==> src/rtl/jls_pkg.sv <==
`timescale 1ns / 1ps

package jls_pkg;

  // event kinds
  localparam logic [1:0] FUNC_SUBMIT  = 2'd0;
  localparam logic [1:0] FUNC_START   = 2'd1;
  localparam logic [1:0] FUNC_DONE    = 2'd2;
  localparam logic [1:0] FUNC_INVALID = 2'd3;

  localparam int unsigned CNT_W = 32;
  localparam int unsigned SUM_W = 48;
  localparam logic [CNT_W-1:0] CNT_MAX = '1;
  localparam logic [SUM_W-1:0] SUM_MAX = '1;
  localparam logic [CNT_W-1:0] MIN_DURATION_RESET = 32'd3600;

  // divider: one quotient bit per step
  localparam int unsigned DIV_STEPS = 32;
  localparam int unsigned DIV_CNT_W = $clog2(DIV_STEPS);

  typedef struct packed {
    logic [1:0]       func;
    logic [CNT_W-1:0] submit_time;
    logic [CNT_W-1:0] start_time;
    logic [CNT_W-1:0] end_time;
  } jls_event_t;

  typedef struct packed {
    logic [CNT_W-1:0] requests;
    logic [CNT_W-1:0] finished;
    logic [CNT_W-1:0] in_progress;
    logic [CNT_W-1:0] mean_service;
    logic [CNT_W-1:0] mean_wait;
    logic [CNT_W-1:0] longest;
    logic [CNT_W-1:0] shortest;
    logic [SUM_W-1:0] service_total;
    logic             error;
  } jls_stats_t;

  typedef enum logic [1:0] {
    ST_IDLE,
    ST_DIV_LOAD,
    ST_DIV_RUN,
    ST_RESP
  } jls_state_t;

endpackage

==> src/rtl/jls_if.sv <==
`timescale 1ns / 1ps

// event request channel
interface jls_evt_if import jls_pkg::*; ();
  logic       valid;
  logic       ready;
  jls_event_t data;

  modport source (output valid, output data, input ready);
  modport sink (input valid, input data, output ready);
endinterface

// statistics request channel
interface jls_stat_if import jls_pkg::*; ();
  logic       valid;
  logic       ready;
  jls_stats_t data;

  modport source (output valid, output data, input ready);
  modport sink (input valid, input data, output ready);
endinterface

==> src/rtl/job_latency_statistics_top.sv <==
`timescale 1ns / 1ps

// Job-latency statistics monitor. Each event request (submit, start, done or
// invalid) updates the counters, totals and extremes (an invalid one only sets
// the error flag) and yields one request on the stat channel carrying the
// statistics as they stand after the event. Submit, start and invalid events
// offer their result the cycle after acceptance. A done event recomputes both
// means on one shared restoring divider, one quotient bit per cycle: a load
// state then the step states per mean, service mean first, then wait mean.
// A mean whose quotient would pass 32 bits saturates in its load state and
// skips its step states. A new event is accepted only once the previous
// result has been taken, so a waiting result holds off the next event.
module job_latency_statistics_top
  import jls_pkg::*;
(
  input  logic        clk,
  input  logic        rst,
  jls_evt_if.sink     evt,
  jls_stat_if.source  stat
);

  jls_state_t state, state_next;

  logic [CNT_W-1:0] request_count, done_count, active_count;
  logic [SUM_W-1:0] service_sum, wait_sum;
  logic [CNT_W-1:0] service_mean, wait_mean;
  logic [CNT_W-1:0] max_duration, min_duration;
  logic             err;

  logic                 div_sel;   // 0 service mean, 1 wait mean
  logic [CNT_W-1:0]     rem;
  logic [CNT_W-1:0]     quo;
  logic [DIV_CNT_W-1:0] div_cnt;

  logic evt_accept;
  logic stat_accept;

  assign evt_accept  = evt.valid && evt.ready;
  assign stat_accept = stat.valid && stat.ready;

  // event arithmetic
  logic [CNT_W-1:0] wait_diff, dur;
  logic [SUM_W:0]   wait_sum_add, service_sum_add;
  logic [SUM_W-1:0] wait_sum_next, service_sum_next;

  always_comb begin
    wait_diff = (evt.data.start_time >= evt.data.submit_time) ?
                (evt.data.start_time - evt.data.submit_time) : '0;
    dur = (evt.data.end_time >= evt.data.submit_time) ?
          (evt.data.end_time - evt.data.submit_time) : '0;
    wait_sum_add = {1'b0, wait_sum} + {{(SUM_W-CNT_W+1){1'b0}}, wait_diff};
    service_sum_add = {1'b0, service_sum} + {{(SUM_W-CNT_W+1){1'b0}}, dur};
    wait_sum_next = wait_sum_add[SUM_W] ? SUM_MAX : wait_sum_add[SUM_W-1:0];
    service_sum_next = service_sum_add[SUM_W] ? SUM_MAX : service_sum_add[SUM_W-1:0];
  end

  // shared divider step
  logic [SUM_W-1:0] div_dividend;
  logic             div_sat;
  logic [CNT_W:0]   trial;
  logic [CNT_W-1:0] trial_sub;
  logic             trial_ge;
  logic [CNT_W-1:0] rem_next, quo_next;
  logic             div_last;

  always_comb begin
    div_dividend = div_sel ? wait_sum : service_sum;
    div_sat      = div_dividend[SUM_W-1:CNT_W] >= done_count[SUM_W-CNT_W-1:0]
                   && done_count[CNT_W-1:SUM_W-CNT_W] == '0;
    trial     = {rem, quo[CNT_W-1]};
    trial_sub = trial[CNT_W-1:0] - done_count;
    trial_ge  = trial >= {1'b0, done_count};
    rem_next  = trial_ge ? trial_sub : trial[CNT_W-1:0];
    quo_next  = {quo[CNT_W-2:0], trial_ge};
    div_last  = div_cnt == DIV_CNT_W'(DIV_STEPS - 1);
  end

  // sequencer: next state
  always_comb begin
    state_next = state;
    unique case (state)
      ST_IDLE: begin
        if (evt_accept) begin
          state_next = (evt.data.func == FUNC_DONE) ? ST_DIV_LOAD : ST_RESP;
        end
      end
      ST_DIV_LOAD: begin
        if (!div_sat) begin
          state_next = ST_DIV_RUN;
        end else if (div_sel) begin
          state_next = ST_RESP;
        end
      end
      ST_DIV_RUN: begin
        if (div_last) begin
          state_next = div_sel ? ST_RESP : ST_DIV_LOAD;
        end
      end
      ST_RESP: begin
        if (stat_accept) begin
          state_next = ST_IDLE;
        end
      end
      default: state_next = ST_IDLE;
    endcase
  end

  // sequencer: handshake outputs
  always_comb begin
    evt.ready  = 1'b0;
    stat.valid = 1'b0;
    unique case (state)
      ST_IDLE:     evt.ready = 1'b1;
      ST_RESP:     stat.valid = 1'b1;
      ST_DIV_LOAD,
      ST_DIV_RUN:  ;
      default:     ;
    endcase
  end

  always_ff @(posedge clk) begin
    if (rst) begin
      state <= ST_IDLE;
    end else begin
      state <= state_next;
    end
  end

  // statistics registers
  always_ff @(posedge clk) begin
    if (rst) begin
      request_count <= '0;
      done_count    <= '0;
      active_count  <= '0;
      service_sum   <= '0;
      wait_sum      <= '0;
      service_mean  <= '0;
      wait_mean     <= '0;
      max_duration  <= '0;
      min_duration  <= MIN_DURATION_RESET;
      err           <= 1'b0;
      div_sel       <= 1'b0;
    end else begin
      if (evt_accept) begin
        err     <= 1'b0;
        div_sel <= 1'b0;
        unique case (evt.data.func)
          FUNC_SUBMIT: begin
            if (request_count != CNT_MAX) request_count <= request_count + 1'b1;
          end
          FUNC_START: begin
            if (active_count != CNT_MAX) active_count <= active_count + 1'b1;
            wait_sum <= wait_sum_next;
          end
          FUNC_DONE: begin
            if (done_count != CNT_MAX) done_count <= done_count + 1'b1;
            if (active_count != '0) active_count <= active_count - 1'b1;
            service_sum <= service_sum_next;
            if (dur < min_duration) min_duration <= dur;
            if (dur > max_duration) max_duration <= dur;
          end
          default: err <= 1'b1;
        endcase
      end
      // saturated quotient settles at load
      if (state == ST_DIV_LOAD && div_sat) begin
        if (div_sel) wait_mean <= CNT_MAX;
        else         service_mean <= CNT_MAX;
        div_sel <= 1'b1;
      end
      if (state == ST_DIV_RUN && div_last) begin
        if (div_sel) wait_mean <= quo_next;
        else         service_mean <= quo_next;
        div_sel <= 1'b1;
      end
    end
  end

  // divider datapath
  always_ff @(posedge clk) begin
    if (state == ST_DIV_LOAD) begin
      rem     <= {{(2*CNT_W-SUM_W){1'b0}}, div_dividend[SUM_W-1:CNT_W]};
      quo     <= div_dividend[CNT_W-1:0];
      div_cnt <= '0;
    end else if (state == ST_DIV_RUN) begin
      rem     <= rem_next;
      quo     <= quo_next;
      div_cnt <= div_cnt + 1'b1;
    end
  end

  // result payload
  assign stat.data.requests      = request_count;
  assign stat.data.finished      = done_count;
  assign stat.data.in_progress   = active_count;
  assign stat.data.mean_service  = service_mean;
  assign stat.data.mean_wait     = wait_mean;
  assign stat.data.longest       = max_duration;
  assign stat.data.shortest      = min_duration;
  assign stat.data.service_total = service_sum;
  assign stat.data.error         = err;

  // checks
  a_no_overlap: assert property (@(posedge clk) disable iff (rst)
    !(evt.ready && stat.valid))
    else $error("event taken while a result is pending");

  a_rem_below_divisor: assert property (@(posedge clk) disable iff (rst)
    state == ST_DIV_RUN |-> rem < done_count)
    else $error("divider remainder not below divisor");

  a_done_counts: assert property (@(posedge clk) disable iff (rst)
    evt_accept && evt.data.func == FUNC_DONE && done_count != CNT_MAX
    |=> done_count == $past(done_count) + 1'b1)
    else $error("done event not counted");

  a_invalid_holds: assert property (@(posedge clk) disable iff (rst)
    evt_accept && evt.data.func == FUNC_INVALID
    |=> $stable(request_count) && $stable(done_count) && $stable(active_count)
        && $stable(service_sum) && $stable(wait_sum) && err)
    else $error("invalid event changed the statistics");

  a_extremes_ordered: assert property (@(posedge clk) disable iff (rst)
    done_count != '0 |-> min_duration <= max_duration)
    else $error("shortest above longest");

endmodule
==> src/flat_wrapper.sv <==
// flat-port wrapper written by rule: the top's interface ports become plain ports
module job_latency_statistics_top_flat import jls_pkg::*;
  (clk, rst, evt_valid, evt_data, evt_ready, stat_valid, stat_data, stat_ready);
  jls_evt_if evt_i ();
  jls_stat_if stat_i ();
  input  logic clk;
  input  logic rst;
  input wire logic [$bits(evt_i.valid)-1:0] evt_valid;
  input wire logic [$bits(evt_i.data)-1:0] evt_data;
  output wire logic [$bits(evt_i.ready)-1:0] evt_ready;
  output wire logic [$bits(stat_i.valid)-1:0] stat_valid;
  output wire logic [$bits(stat_i.data)-1:0] stat_data;
  input wire logic [$bits(stat_i.ready)-1:0] stat_ready;
  assign evt_i.valid = evt_valid;
  assign evt_i.data = evt_data;
  assign evt_ready = evt_i.ready;
  assign stat_valid = stat_i.valid;
  assign stat_data = stat_i.data;
  assign stat_i.ready = stat_ready;
  job_latency_statistics_top u_core (.clk(clk), .rst(rst), .evt(evt_i), .stat(stat_i));
endmodule
==> config.mk <==
export PLATFORM = sky130hd
export DESIGN_NAME = job_latency_statistics_top_flat
export DESIGN_NICKNAME = d
export VERILOG_FILES = /design/src/rtl/jls_pkg.sv /design/src/rtl/jls_if.sv /design/src/rtl/job_latency_statistics_top.sv /design/src/flat_wrapper.sv
export SDC_FILE = /design/constraint.sdc
export NUM_CORES = 1
export LEC_CHECK = 0
export ABC_AREA = 0
export BUFFER_PORTS_ARGS = -buffer_cell sky130_fd_sc_hd__buf_4
export CORE_MARGIN = 2
export CORE_UTILIZATION = 55
export CTS_CLUSTER_SIZE = 12
export DETAILED_ROUTE_END_ITERATION = 8
export HOLD_SLACK_MARGIN = 0.15
export PLACE_DENSITY_LB_ADDON = 0.08
export SLEW_MARGIN = 10
export SYNTH_ARGS = -nofsm -noshare
export SYNTH_HDL_FRONTEND = slang
export SYNTH_SLANG_ARGS = --single-unit
==> constraint.sdc <==
create_clock -name clk -period 8.1 [get_ports clk]
set_input_delay 0.81 -clock clk [delete_from_list [all_inputs] [get_ports clk]]
set_output_delay 0.81 -clock clk [all_outputs]
set_load 0.01 [all_outputs]
==> results of run 1 <==
[stage by stage]
stage	cell area [sq um]	cells	setup WS, ns	hold slack (ns)
after global routing	32800	4394	1.02	0.497
after detailed placement	31100	4309	0.979	0.463
final	32800	4394	1.43	0.461
after floorplan	27800	3369	2.00	0.437
after CTS	32800	4394	1.58	0.471
after global placement	31100	4309	1.21	0.448
[routing by layer]
layer  share of wire [%]  routed length [um]  vias to the layer above
met5                   0                   0                        -
met4                 5.4                5070                        0
met3                 7.0                6600                      224
met2                  45               42400                     1105
met1                  42               39600                    12900
li1                    -                   -                    12900
[worst min-delay path, stage by stage, from the launching register on]
cell and delay, ns:
dfxtp_1 0.31, nand2_1 0.05, a21oi_1 0.05
[area by class of cell]
class                      count  area [sq um]
tap                          672           841
inverter                     188           706
clock inverter                16           184
fill                        4345         17200
timing repair buffer         409          3080
clock buffer                  69          1470
sequential                   393          8350
multi-input combinational   2647         18100
[worst max-delay path by stage]
stage | cells after the start | slack [ns] | end
2_1_floorplan | 25 | 2.00 | u_core.service_sum[45]
3_3_place_gp | 21 | 1.21 | u_core.service_sum[20]
3_5_place_dp | 26 | 0.98 | u_core.wait_sum[31]
4_1_cts | 26 | 1.58 | u_core.wait_sum[31]
5_1_grt | 26 | 1.02 | u_core.wait_sum[30]
6_report | 26 | 1.43 | u_core.wait_sum[31]
[layout by cell type (no fill, tap or decap), types with 64 or more instances in the layout]
master / n
xor2_1: 98
inv_1: 187
nor2_1: 498
a21oi_1: 294
o221a_2: 64
a21o_1: 87
buf_4: 408
nand3_1: 66
o21ai_0: 122
a211oi_1: 100
ha_1: 279
nor3_1: 70
nand2_1: 183
xnor2_1: 123
mux2i_1: 82
dfxtp_1: 344
[synth_stat cells, types with 11 or more instances]
cell type	instances
a311oi_1	12
mux2i_1	82
xnor2_1	123
nand4_1	58
inv_1	188
nor2b_1	28
a211o_1	15
o21bai_1	24
and4_1	13
nor2_1	500
a21o_1	87
or3_1	17
o211ai_1	26
clkbuf_1	101
o21a_1	34
mux2_2	12
a211oi_1	100
ha_1	281
xor2_1	98
or2_2	11
nor3_1	70
and3_1	53
nand2_1	183
a31oi_1	28
a21oi_1	295
o221a_2	64
o211a_1	12
nor4_1	33
buf_2	29
o21ai_0	122
nand2b_1	38
nand3_1	66
and2_1	22
dfxtp_1	345
o31ai_1	15
edfxtp_1	48
[logic make-up after synthesis]
| family | Yosys count | share of synthesized area [%] |
|---|---|---|
| simple gates | 1120 | 18.8 |
| compound gates | 925 | 22.8 |
| flops | 393 | 30.1 |
| buf+inv | 329 | 4.78 |
| fa+ha+maj | 287 | 13.1 |
| xor+xnor | 221 | 6.97 |
| mux | 94 | 3.44 |
[where the power goes]
part	switching [W]	internal (W)	leakage, nW
Clock	0.000884	0.00136	0.816
Combinational	0.00198	0.00138	10.3
Sequential	0.000348	0.00241	3.26
==> results.sh, run 1 <==
export IMPL_r2r_cells=13
export IMPL_synthArstFlopShare_pct=0
export IMPL_critical_path_class="input pin to flop"
export IMPL_fp_dieH_um=229
export IMPL_syn_nets=3758
export IMPL_ys_seq_area_share_pct=30.1
export IMPL_worst_setup_path_end_kind="flop"
export IMPL_synth_top_area_share_pct=24.9
export IMPL_cp_startpoint="evt_data[32]"
export IMPL_syn_area_sq_um=27800
export IMPL_grtUsageTotal_pct=34.9
export IMPL_hold_end="u_core.err"
export IMPL_r2r_start="u_core.div_sel"
export IMPL_yosys_warnings=0
export IMPL_tightestPinTransition_ns=1.42
export IMPL_critical_path_slowest_cell="a31oi_2"
export IMPL_grt_overflow_total=0
export IMPL_final_util_pct=65.6
export IMPL_reg2reg_to="u_core.wait_mean[0]"
export IMPL_setup_tns_ns=0
export IMPL_finalPower_w=0.00836
export IMPL_final_setup_viol_count=0
export IMPL_grt_use_met2_pct=56.5
export IMPL_ios=377
export IMPL_status="finished, final reports clean"
export IMPL_io_buffers=376
export IMPL_leakage_nw=14.4
export IMPL_clock_sinks=393
export IMPL_yosysTopAreaCell="dfxtp_1"
export IMPL_hp_start="u_core.err"
export IMPL_areaGrowthSynthToFinish_pct=18.0
export IMPL_finalHoldViolations=0
export IMPL_rsz0062_at_grt="false"
export IMPL_gp_congestion=0.999
export IMPL_holdBufCountCts=0
export IMPL_fin_crit_ns=6.67
export IMPL_ant_nets=0
export IMPL_whs_path_depth=2
export IMPL_crit_fanout=16
export IMPL_post_route_period_util_pct=82.4
export IMPL_htreeDepth=2
export IMPL_start_util_pct=55.6
export IMPL_avgRoutedWirePerCell_um=21.3
export IMPL_grt_pass1_vias=25900
export IMPL_dieArea_sq_um=52300
export IMPL_dp_hpwl_um=72800
export IMPL_final_layout_size_suffix_gt1_share_pct=16.4
export IMPL_fin_nets=4074
export IMPL_clock_path_buffers=3
export IMPL_cpPeakStageDelay_ns=0.65
export IMPL_cts_setup_buffers=0
export IMPL_routed_wl_um=93700
export IMPL_grt_first_pass_wirelength_um=146000
export IMPL_avgSynthCellArea_sq_um=8.24
export IMPL_ys_seq_elements=393
export IMPL_vias=27100
export IMPL_drc_errors=0
export IMPL_relSlewSlack_pct=4.76
export IMPL_grt_start_max_net_pins=84
export IMPL_vias_per_cell=6.17
export IMPL_reg2reg_setup_slack_ns=3.09
export IMPL_numCtsBuffers=46
export IMPL_hp_class="flop to flop"
export IMPL_cp_start_kind="input pin"
export IMPL_critPathRequiredTime_ns=8.60
export IMPL_clock_fmax_ghz=0.150
export IMPL_slew_viol_final=0
export IMPL_met1_usage_pct=45.5
export IMPL_p_per_area_nw_per_um2=255
export IMPL_crit_family="compound AO/OA/AOI/OAI gates"
export IMPL_gr_usage_met3_pct=5.04
export IMPL_crit_arrival_ns=7.18
export IMPL_synthCells=3369
export IMPL_grt_busiest_layer="met2"
export IMPL_vdd_ir_drop_max_v=0.000231
export IMPL_dieWidth_um=229
export IMPL_fp_coreArea_sq_um=50000
export IMPL_synth_ff_type="dfxtp_1"
export IMPL_rows=82
export IMPL_antenna_found_initial=0
export IMPL_diodes=0
export IMPL_cap_viol_max_count=0
export IMPL_synth_edf_count=48
export IMPL_synth_cell_types=91
export IMPL_cts_tree="done"
export IMPL_finClkSkew_ns=0.0169
export IMPL_ctsResizeCount=0
export IMPL_clock_root_buffer="clkbuf_16"
export IMPL_synth_area_leaders="dfxtp_1, ha_1, nor2_1, a21oi_1, edfxtp_1"
export IMPL_crit_buf_inv=3
export IMPL_drtIter0Drc=2340
export IMPL_clkTransAtPathRegs_ns=0.06
export IMPL_drt_first_pass_iters=6
export IMPL_clk_insertion_delay_late_ns=0.59
Note: power is estimated with default switching activity, not from simulation.
==> run 2, diff against run 1 <==
clock period = 6.4 ns   (was 8.1 ns; I/O delays follow)
==> run 2 against run 1 <==
Global-route usage is 0.27 points lower. Sequential share of layout area is 0.14 points lower. Via count grew 0.29%. Final cell count rose by 0.46%. Setup slack lost 0.99 ns. Die area is the same. First-iteration DRC count shrank 8.8%. Worst hold slack worse by 0.043 ns. Register-to-register slack got worse by 1.1 ns. Largest cell class unchanged. Largest power group unchanged.
==> results.sh, run 2 (synthesized netlist as in run 1, its figures left out) <==
export IMPL_grtUsageTotal_pct=34.6
export IMPL_crit_buf_inv=5
export IMPL_clock_path_buffers=3
export IMPL_routed_wl_um=93800
export IMPL_wl_met2_um=42700
export IMPL_antenna_found_initial=0
export IMPL_switching_share_pct=38.8
export IMPL_fin_nets=4095
export IMPL_dieWidth_um=229
export IMPL_cts_tree="done"
export IMPL_setup_tns_ns=0
export IMPL_final_layout_size_suffix_gt1_share_pct=16.8
export IMPL_finClkSkew_ns=0.0186
export IMPL_areaGrowthSynthToFinish_pct=18.6
export IMPL_htreeDepth=2
export IMPL_crit_arrival_ns=6.45
export IMPL_hp_start="evt_valid"
export IMPL_critical_path_slowest_cell="a2111oi_2"
export IMPL_fin_crit_ns=5.96
export IMPL_placed_area_sq_um=31300
export IMPL_clock_fmax_ghz=0.168
export IMPL_cpPeakStageDelay_ns=0.53
export IMPL_grt_start_max_net_pins=161
export IMPL_layout_common_cells="nor2_1, buf_4, dfxtp_1"
export IMPL_tightestPinTransition_ns=1.22
export IMPL_leakage_nw=14.5
export IMPL_crit_family="compound AO/OA/AOI/OAI gates"
export IMPL_avgRoutedWirePerCell_um=21.3
export IMPL_crit_fanout=21
export IMPL_critical_path_class="input pin to flop"
export IMPL_clk_insertion_delay_late_ns=0.59
export IMPL_hp_class="input pin to flop"
export IMPL_drt_first_pass_iters=6
export IMPL_cp_startpoint="evt_data[0]"
export IMPL_ios=377
export IMPL_fp_coreArea_sq_um=50000
export IMPL_rows=82
export IMPL_final_setup_viol_count=0
export IMPL_worst_setup_path_end_kind="flop"
export IMPL_fp_dieH_um=229
export IMPL_p_int_w=0.00644
export IMPL_clock_root_buffer="clkbuf_16"
export IMPL_design_area_sq_um=32900
export IMPL_layout_commonest_cell="nor2_1"
export IMPL_dr_wl_met3_um=6520
export IMPL_io_buffers=376
export IMPL_drtIter0Drc=2134
export IMPL_sequentialPowerShare_pct=33.0
export IMPL_gp_congestion=0.992
export IMPL_clkTransAtPathRegs_ns=0.06
export IMPL_top_layer="met4"
export IMPL_numCtsBuffers=46
export IMPL_cp_start_kind="input pin"
export IMPL_ant_nets=0
export IMPL_cap_viol_max_count=0
export IMPL_vias_per_cell=6.16
export IMPL_grt_overflow_total=0
export IMPL_relSlewSlack_pct=18.5
export IMPL_post_route_period_util_pct=93.2
export IMPL_wl_met1_um=39400
export IMPL_combinationalPowerShare_pct=41.0
export IMPL_finalHoldViolations=0
export IMPL_p_per_area_nw_per_um2=319
export IMPL_dieArea_sq_um=52300
export IMPL_diodes=0
export IMPL_vdd_ir_drop_max_v=0.000301
export IMPL_dp_hpwl_um=72600
export IMPL_r2r_start="u_core.div_sel"
export IMPL_p_sw_w=0.00407
export IMPL_start_util_pct=55.6
export IMPL_drc_errors=0
export IMPL_clock_sinks=393
export IMPL_clkPwrFrac_pct=26.0
export IMPL_holdBufCountCts=0
export IMPL_slew_viol_final=0
export IMPL_status="finished, final reports clean"
export IMPL_grt_first_pass_wirelength_um=145000
export IMPL_grt_pass1_vias=25900
export IMPL_critPathRequiredTime_ns=6.89
export IMPL_vias=27200
run 2: cell types whose count changed in the layout (fill, tap and decap cells not counted), moves of 2 or more:
cell	change
buf_4	+13
clkbuf_8	-7
buf_12	+6
clkbuf_1	+5
clkinv_8	+2
run 2: through the flow:
stage	instances	util [%]	total power [W]	setup slack [ns]	hold WS, ns
after floorplan	3369	-	0.00644	0.471	0.437
after global placement	4328	62.7	0.00761	0.0290	0.449
after detailed placement	4328	62.7	0.00772	-0.206	0.480
after CTS	4412	65.8	0.0105	0.351	0.403
after global routing	4414	65.9	0.0111	-0.0820	0.427
final	4414	65.9	0.0105	0.436	0.418
run 2: area by class of cell:
| class | instances | area (sq um) |
|---|---|---|
| Sequential cell | 393 | 8350 |
| Tap cell | 672 | 841 |
| Multi-Input combinational cell | 2647 | 18100 |
| Clock buffer | 66 | 1370 |
| Fill cell | 4301 | 17000 |
| Inverter | 188 | 706 |
| Timing Repair Buffer | 430 | 3320 |
| Clock inverter | 18 | 204 |
run 2: path summary, 6_finish.rpt:
kind	to	cells past startpoint	slack (ns)
max	u_core.service_sum[46]	25	0.44
min	u_core.err	3	0.42
max reg2reg	flop	13	2.00
min reg2reg	u_core.err	2	0.48
run 2: metal layers:
layer	track usage, %	up-vias
met4	17.4	0
met5	0	-
met3	5.31	235
met1	44.1	13000
met2	56.9	1057
li1	-	12900
run 2: worst register-to-register path, cell delays in order (launching register included):
cell and delay [ns]:
dfxtp_2 0.41, buf_4 0.68, mux2i_1 0.46, ha_1 0.31
nand2b_1 0.14, a21o_1 0.19, a21o_1 0.20, a21oi_1 0.19
a2bb2oi_1 0.24, a2111oi_2 0.14, nor3b_1 0.61, nor2b_2 0.11
buf_4 0.29, o221a_2 0.32
run 2: power groups by stage:
stage	combinational [W]	sequential, W	clock [W]
2_1_floorplan	0.00305	0.00339	0
3_3_place_gp	0.00412	0.00349	0
3_5_place_dp	0.00422	0.00351	0
4_1_cts	0.00425	0.00346	0.00277
5_1_grt	0.00475	0.00350	0.00286
6_report	0.00431	0.00347	0.00274
run 2: what timing repair did:
action                     4_1_cts  5_1_grt
setup buffers                    0        1
resized for setup                0        4
setup endpoints to repair        0       47
